File: src/hdl/msc_pkg.sv
package msc_pkg;

  localparam int DW     = 32;
  localparam int ACC_W  = 48;
  localparam int PROD_W = 67;

  localparam logic [1:0] OP_PROC = 2'd0;
  localparam logic [1:0] OP_MODE = 2'd1;
  localparam logic [1:0] OP_COLL = 2'd2;

  localparam logic [2:0] CFG_MODES  = 3'd0;
  localparam logic [2:0] CFG_COLLS  = 3'd1;
  localparam logic [2:0] CFG_THRESH = 3'd2;
  localparam logic [2:0] CFG_STIFF  = 3'd3;
  localparam logic [2:0] CFG_GAIN   = 3'd4;

  localparam logic [2:0] SEL_A1   = 3'd0;
  localparam logic [2:0] SEL_A2   = 3'd1;
  localparam logic [2:0] SEL_B1   = 3'd2;
  localparam logic [2:0] SEL_WIN  = 3'd3;
  localparam logic [2:0] SEL_WOUT = 3'd4;
  localparam logic [2:0] SEL_CIN  = 3'd0;
  localparam logic [2:0] SEL_COUT = 3'd1;

  // operand pair and destination of one multiply-accumulate step
  typedef enum logic [3:0] {
    SRC_FORCE = 4'd0,
    SRC_CIN   = 4'd1,
    SRC_WIN   = 4'd2,
    SRC_B1    = 4'd3,
    SRC_A1    = 4'd4,
    SRC_A2    = 4'd5,
    SRC_WOUT  = 4'd6,
    SRC_COUT  = 4'd7,
    SRC_GAIN  = 4'd8
  } src_e;

  typedef struct packed {
    logic start;
    logic load;
    src_e src;
    logic mul_en;
    logic acc_en;
    logic acc_sat;
    logic drv_latch;
    logic y_latch;
    logic disp_upd;
    logic out_load;
    logic clr_c;
    logic inc_c;
    logic inc_n;
  } cmd_t;

  typedef struct packed {
    logic nc_zero;
    logic nm_zero;
    logic c_last;
    logic n_last;
  } stat_t;

  function automatic logic signed [31:0] sat32(input logic signed [63:0] v);
    logic signed [31:0] r;
    if (v > 64'sd2147483647) begin
      r = 32'sh7fffffff;
    end else if (v < -64'sd2147483648) begin
      r = 32'sh80000000;
    end else begin
      r = v[31:0];
    end
    return r;
  endfunction

endpackage

File: src/hdl/msc_ctrl.sv
module msc_ctrl (
  input  logic           clk_i,
  input  logic           rst_ni,
  input  logic           in_valid_i,
  input  logic [1:0]     opcode_i,
  output logic           in_stall_o,
  output logic           out_valid_o,
  input  logic           out_stall_i,
  input  msc_pkg::stat_t stat_i,
  output msc_pkg::cmd_t  cmd_o
);
  import msc_pkg::*;

  typedef enum logic [14:0] {
    S_IDLE  = 15'b000000000000001,
    S_FORCE = 15'b000000000000010,
    S_MCIN  = 15'b000000000000100,
    S_MSAT  = 15'b000000000001000,
    S_MWIN  = 15'b000000000010000,
    S_MDRV  = 15'b000000000100000,
    S_MB1   = 15'b000000001000000,
    S_MA1   = 15'b000000010000000,
    S_MA2   = 15'b000000100000000,
    S_MY    = 15'b000001000000000,
    S_MWOUT = 15'b000010000000000,
    S_MCOUT = 15'b000100000000000,
    S_UPD   = 15'b001000000000000,
    S_GAIN  = 15'b010000000000000,
    S_OUT   = 15'b100000000000000
  } state_e;

  localparam logic [1:0] PH_MUL = 2'd1;
  localparam logic [1:0] PH_ACC = 2'd2;

  state_e state_q, state_d;
  logic [1:0] ph_q, ph_d;
  logic ovalid_q, ovalid_d;
  logic mac, done;
  state_e first_mode;

  assign first_mode = stat_i.nc_zero ? S_MSAT : S_MCIN;
  assign done       = (ph_q == PH_ACC);
  assign in_stall_o = (state_q != S_IDLE);
  assign out_valid_o = ovalid_q;

  always_comb begin
    state_d = state_q;
    cmd_o   = '0;
    mac     = 1'b0;
    unique case (state_q)
      S_IDLE: begin
        if (in_valid_i) begin
          if (opcode_i == OP_PROC) begin
            cmd_o.start = 1'b1;
            if (!stat_i.nc_zero) begin
              state_d = S_FORCE;
            end else if (stat_i.nm_zero) begin
              state_d = S_UPD;
            end else begin
              state_d = S_MSAT;
            end
          end else begin
            cmd_o.load = 1'b1;
          end
        end
      end
      S_FORCE: begin
        mac = 1'b1;
        cmd_o.src = SRC_FORCE;
        if (done) begin
          if (!stat_i.c_last) begin
            cmd_o.inc_c = 1'b1;
          end else begin
            cmd_o.clr_c = 1'b1;
            state_d = stat_i.nm_zero ? S_UPD : S_MCIN;
          end
        end
      end
      S_MCIN: begin
        mac = 1'b1;
        cmd_o.src = SRC_CIN;
        if (done) begin
          if (!stat_i.c_last) begin
            cmd_o.inc_c = 1'b1;
          end else begin
            cmd_o.clr_c = 1'b1;
            state_d = S_MSAT;
          end
        end
      end
      S_MSAT: begin
        cmd_o.acc_sat = 1'b1;
        state_d = S_MWIN;
      end
      S_MWIN: begin
        mac = 1'b1;
        cmd_o.src = SRC_WIN;
        if (done) state_d = S_MDRV;
      end
      S_MDRV: begin
        cmd_o.drv_latch = 1'b1;
        state_d = S_MB1;
      end
      S_MB1: begin
        mac = 1'b1;
        cmd_o.src = SRC_B1;
        if (done) state_d = S_MA1;
      end
      S_MA1: begin
        mac = 1'b1;
        cmd_o.src = SRC_A1;
        if (done) state_d = S_MA2;
      end
      S_MA2: begin
        mac = 1'b1;
        cmd_o.src = SRC_A2;
        if (done) state_d = S_MY;
      end
      S_MY: begin
        cmd_o.y_latch = 1'b1;
        state_d = S_MWOUT;
      end
      S_MWOUT: begin
        mac = 1'b1;
        cmd_o.src = SRC_WOUT;
        if (done) begin
          if (!stat_i.nc_zero) begin
            state_d = S_MCOUT;
          end else if (stat_i.n_last) begin
            state_d = S_UPD;
          end else begin
            cmd_o.inc_n = 1'b1;
            state_d = first_mode;
          end
        end
      end
      S_MCOUT: begin
        mac = 1'b1;
        cmd_o.src = SRC_COUT;
        if (done) begin
          if (!stat_i.c_last) begin
            cmd_o.inc_c = 1'b1;
          end else begin
            cmd_o.clr_c = 1'b1;
            if (stat_i.n_last) begin
              state_d = S_UPD;
            end else begin
              cmd_o.inc_n = 1'b1;
              state_d = first_mode;
            end
          end
        end
      end
      S_UPD: begin
        cmd_o.disp_upd = 1'b1;
        state_d = S_GAIN;
      end
      S_GAIN: begin
        mac = 1'b1;
        cmd_o.src = SRC_GAIN;
        if (done) state_d = S_OUT;
      end
      S_OUT: begin
        if (!ovalid_q || !out_stall_i) begin
          cmd_o.out_load = 1'b1;
          state_d = S_IDLE;
        end
      end
      default: state_d = S_IDLE;
    endcase

    // address settles, then multiply, then accumulate
    cmd_o.mul_en = mac && (ph_q == PH_MUL);
    cmd_o.acc_en = mac && done;
    ph_d = (mac && !done) ? ph_q + 2'd1 : 2'd0;

    if (cmd_o.out_load) begin
      ovalid_d = 1'b1;
    end else if (ovalid_q && !out_stall_i) begin
      ovalid_d = 1'b0;
    end else begin
      ovalid_d = ovalid_q;
    end
  end

  always_ff @(posedge clk_i or negedge rst_ni) begin
    if (!rst_ni) begin
      state_q  <= S_IDLE;
      ph_q     <= '0;
      ovalid_q <= 1'b0;
    end else begin
      state_q  <= state_d;
      ph_q     <= ph_d;
      ovalid_q <= ovalid_d;
    end
  end

`ifndef SYNTHESIS
  a_mul_then_acc: assert property (@(posedge clk_i) disable iff (!rst_ni)
    cmd_o.mul_en |=> cmd_o.acc_en)
    else $error("product not accumulated in the following cycle");

  a_out_free: assert property (@(posedge clk_i) disable iff (!rst_ni)
    cmd_o.out_load |-> (!out_valid_o || !out_stall_i))
    else $error("output register overwritten while held");

  a_busy_after_sample: assert property (@(posedge clk_i) disable iff (!rst_ni)
    (in_valid_i && !in_stall_o && opcode_i == OP_PROC) |=> in_stall_o)
    else $error("sample beat not followed by busy");
`endif

endmodule

File: config.mk
export PLATFORM = sky130hd
export DESIGN_NAME = msc_ctrl
export DESIGN_NICKNAME = d
export VERILOG_FILES = /design/src/hdl/msc_pkg.sv /design/src/hdl/msc_ctrl.sv
export SDC_FILE = /design/constraint.sdc
export NUM_CORES = 1
export LEC_CHECK = 0
export ABC_CLOCK_PERIOD_IN_PS = 5500
export BUFFER_PORTS_ARGS = -buffer_cell sky130_fd_sc_hd__buf_2
export CORE_MARGIN = 1.5
export CORE_UTILIZATION = 45
export CTS_BUF_LIST = sky130_fd_sc_hd__clkbuf_8
export DETAILED_ROUTE_END_ITERATION = 7
export PLACE_DENSITY = 0.68
export REMOVE_ABC_BUFFERS = 1
export SLEW_MARGIN = 20
export SYNTH_ARGS = -nofsm -noshare
export SYNTH_HDL_FRONTEND = slang
export SYNTH_SLANG_ARGS = --single-unit
File: constraint.sdc
create_clock -name clk_i -period 5.5 [get_ports clk_i]
set_input_delay 0.55 -clock clk_i [delete_from_list [all_inputs] [get_ports clk_i]]
set_output_delay 0.55 -clock clk_i [all_outputs]
set_load 0.05 [all_outputs]
==> run metrics <==
largest net degree at the start of global routing 19; Worst Clk Skew between 0.004 and 0.005 ns; failing checks design-rule violations; Final ANT Viol Nets 0; Placed Area 1458 µm²; nets between 150 and 200; pwr dens 536.6 nW/µm²; Total Wirelength around 3400 µm; die area around 3300 µm²; critical path class flop to output port; CTS tree built; RSZ-0062 raised after global routing false; Die Ht slightly below 60 µm; Cell Rows 19; storage element area 451.7 µm²; IO Pins 28; CP cell instances nor4_2 > nand2_2 > or3_4 > nor3b_4 > nor3_2 > nor2b_1 > buf_2; clock root buffer clkbuf_8; Final setup viols 0; Core Region about 2800 µm²; number of global-route vias before repair ~1200; I/O Buffers 27; hpwl dp ~2500 µm; switching part of the total power 53.85%; initial antenna violation count 0; sequential-to-total area share from yosys stat about a third; post-synthesis area per instance between 8 and 9 µm²; HP Class primary input to async pin; clock sinks 18; most used flip-flop cell after synthesis dfrtp_1; Post-CTS Setup Inserts 0; CP Max Fanout 11; drt wl/cell approximately 16 µm; clock-pin slew on the worst setup and hold paths approximately 0.07 ns; Vias/cell ~6.3; share of cells above drive strength 1 about a quarter; Worst setup SP type flop; total CTS buffers 3; Worst Path Required approximately 5.0 ns; Synth cell types between 50 and 60; Max Slew Vio Count 0; Synth async-reset ratio 100.0%; post-route setup slack approximately 2.1 ns; slew margin rel. 34.07%; hold_buf cts 0; P&R area growth vs syn 12.30%; area of the multi-input gates around 800 µm²; slowest stage cell, crit path nor4_2; EDFF count, synth 0; Synth Cell Area 1343 µm²; Mapped Cells about 150; GRT Util Overall 21.27%; Worst path max stage delay 0.88 ns; Post-CTS Resized 0; Flop pwr share about 25%; CP endpoint kind output port; peak supply drop around 0.35 mV; DRC 4; diode count 0; Final Hold Viols 0; Post-Place Worst Slack between 2 and 2.5 ns; GPL Wtd Cong between 0.8 and 0.9; drt pass-1 iters 7; Combinational Power Share approximately 63%; switching power approximately 0.44 mW; Tmin final about 3.4 ns; setup_tns 0 ns; Finished Cell Area 1508 µm²; worst slew pin tran 0.9807 ns; yosys warns 0; fin util around 54%; clock latency on the worst-skew pair around 0.26 ns; Vias 1284; CTS max path bufs 2; Fillers between 200 and 300; clock share of power roughly an eighth; run status finished with violations; Top delay family on crit path simple AND/OR/NAND/NOR gates; Tot Pwr ~0.8 mW; initial drt markers a little over 70; first-pass GRT wire length 5499 µm; static leakage between 0.7 and 0.8 nW; FMAX 290.0 MHz; GR Overflow Total 0; Seq cells post-synth 18; Int Pwr around 0.37 mW; Buf+Inv Stages, Crit Path 1; Critical Path AT between 2 and 3 ns; Max Cap Viol 0; crit share post-route a little over three fifths; H-Tree Level Count 1; Chip Width 57.62 µm; Starting Density 47.86%
[cell usage after synthesis (4+ instances only)]
master   number  share of area (%)
nand3_1       5                1.9
buf_2         4                1.5
inv_1         7                2.0
nor3_1        7                2.6
nor2b_1       5                2.3
nor4b_1       6                3.9
nor2_1       17                4.8
a21oi_1       4                1.5
nand4_1       5                2.3
nand2_1      13                3.6
a21o_1        4                2.2
dfrtp_1      17                 32
[power by group through the flow]
| stage | combinational, mW | sequential (mW) | clock, mW |
|---|---|---|---|
| floorplan | 0.392 | 0.197 | 0 |
| global placement | 0.501 | 0.201 | 0 |
| detailed placement | 0.497 | 0.205 | 0 |
| CTS | 0.500 | 0.202 | 0.0968 |
| global route | 0.549 | 0.209 | 0.102 |
| finish | 0.507 | 0.204 | 0.0972 |
[kinds of logic after synthesis]
logic type	after synthesis	share of synthesized area, %
compound gates	28	14.26
xor+xnor	3	1.957
fa+ha+maj	2	1.864
buf+inv	17	6.337
flops	18	33.64
mux	4	3.262
simple gates	81	38.68
[stage by stage]
stage	hold slack [ns]	instances
3_5_place_dp	0.4802	201
3_3_place_gp	0.4619	201
6_report	0.2140	205
5_1_grt	0.2496	205
2_1_floorplan	0.2544	143
4_1_cts	0.2391	205
[routing by layer]
layer  global-route usage [%]  vias up  share of wire [%]
met5                        0        -                  0
met4                    8.638        0                1.5
met3                    3.571        7                6.3
met2                    34.09       61                 46
met1                    28.63      613                 46
li1                         -      603                  -
[cell usage in the layout (no fill, tap or decap), types with 2 or more instances in the layout]
cell	count
xor2_1	2
nor3_2	2
nor4_2	2
nand2_1	13
nand2b_1	3
nor4_4	2
nor4_1	3
nor2b_1	5
inv_1	8
a21o_1	4
clkbuf_8	3
nor3_1	6
buf_2	27
a22oi_1	2
nand4_1	5
nor2_1	17
mux2_1	3
dfrtp_1	17
ha_1	2
a21oi_1	4
o21ai_0	3
o22ai_1	3
nor4b_1	6
nand3_1	5
a32oi_1	3
o21ai_1	2
[final timing paths]
path | end | slack, ns | startpoint | cells past startpoint
min | state_q[10]$_DFFE_PN0P_ | 0.21 | rst_ni | 1
max in group asynchronous | state_q[0]$_DFFE_PN1P_ | 4.95 | rst_ni | 1
min in group clk_i | ph_q[0]$_DFF_PN0_ | 0.48 | ph_q[0]$_DFF_PN0_ | 1
max | cmd_o[9] | 2.05 | state_q[3]$_DFFE_PN0P_ | 7
min reg2reg | ph_q[0]$_DFF_PN0_ | 0.48 | ph_q[0]$_DFF_PN0_ | 1
max reg2reg | state_q[11]$_DFFE_PN0P_ | 2.57 | state_q[3]$_DFFE_PN0P_ | 6
[layout make-up]
class                   count  share of cell area [%]
clock buffers               3                   2.739
clock inverters             1                  0.2490
inverters                   7                   1.743
multi-input cells         118                   53.78
flip-flops and latches     18                   29.96
well taps                  31                   2.573
repair buffers             27                   8.963
[sequential cells by signal (all words and copies together) (netlist names)]
signal and cells:
state_q 15, ph_q 2, out_valid_o 1
[worst reg2reg max path, delay by kind of cell (launching register included)]
family,cells,cell delay [ns]
flops,1,0.44
compound gates,2,0.41
mux,1,0.38
simple gates,3,1.59
(Power assumes the default switching activity.)
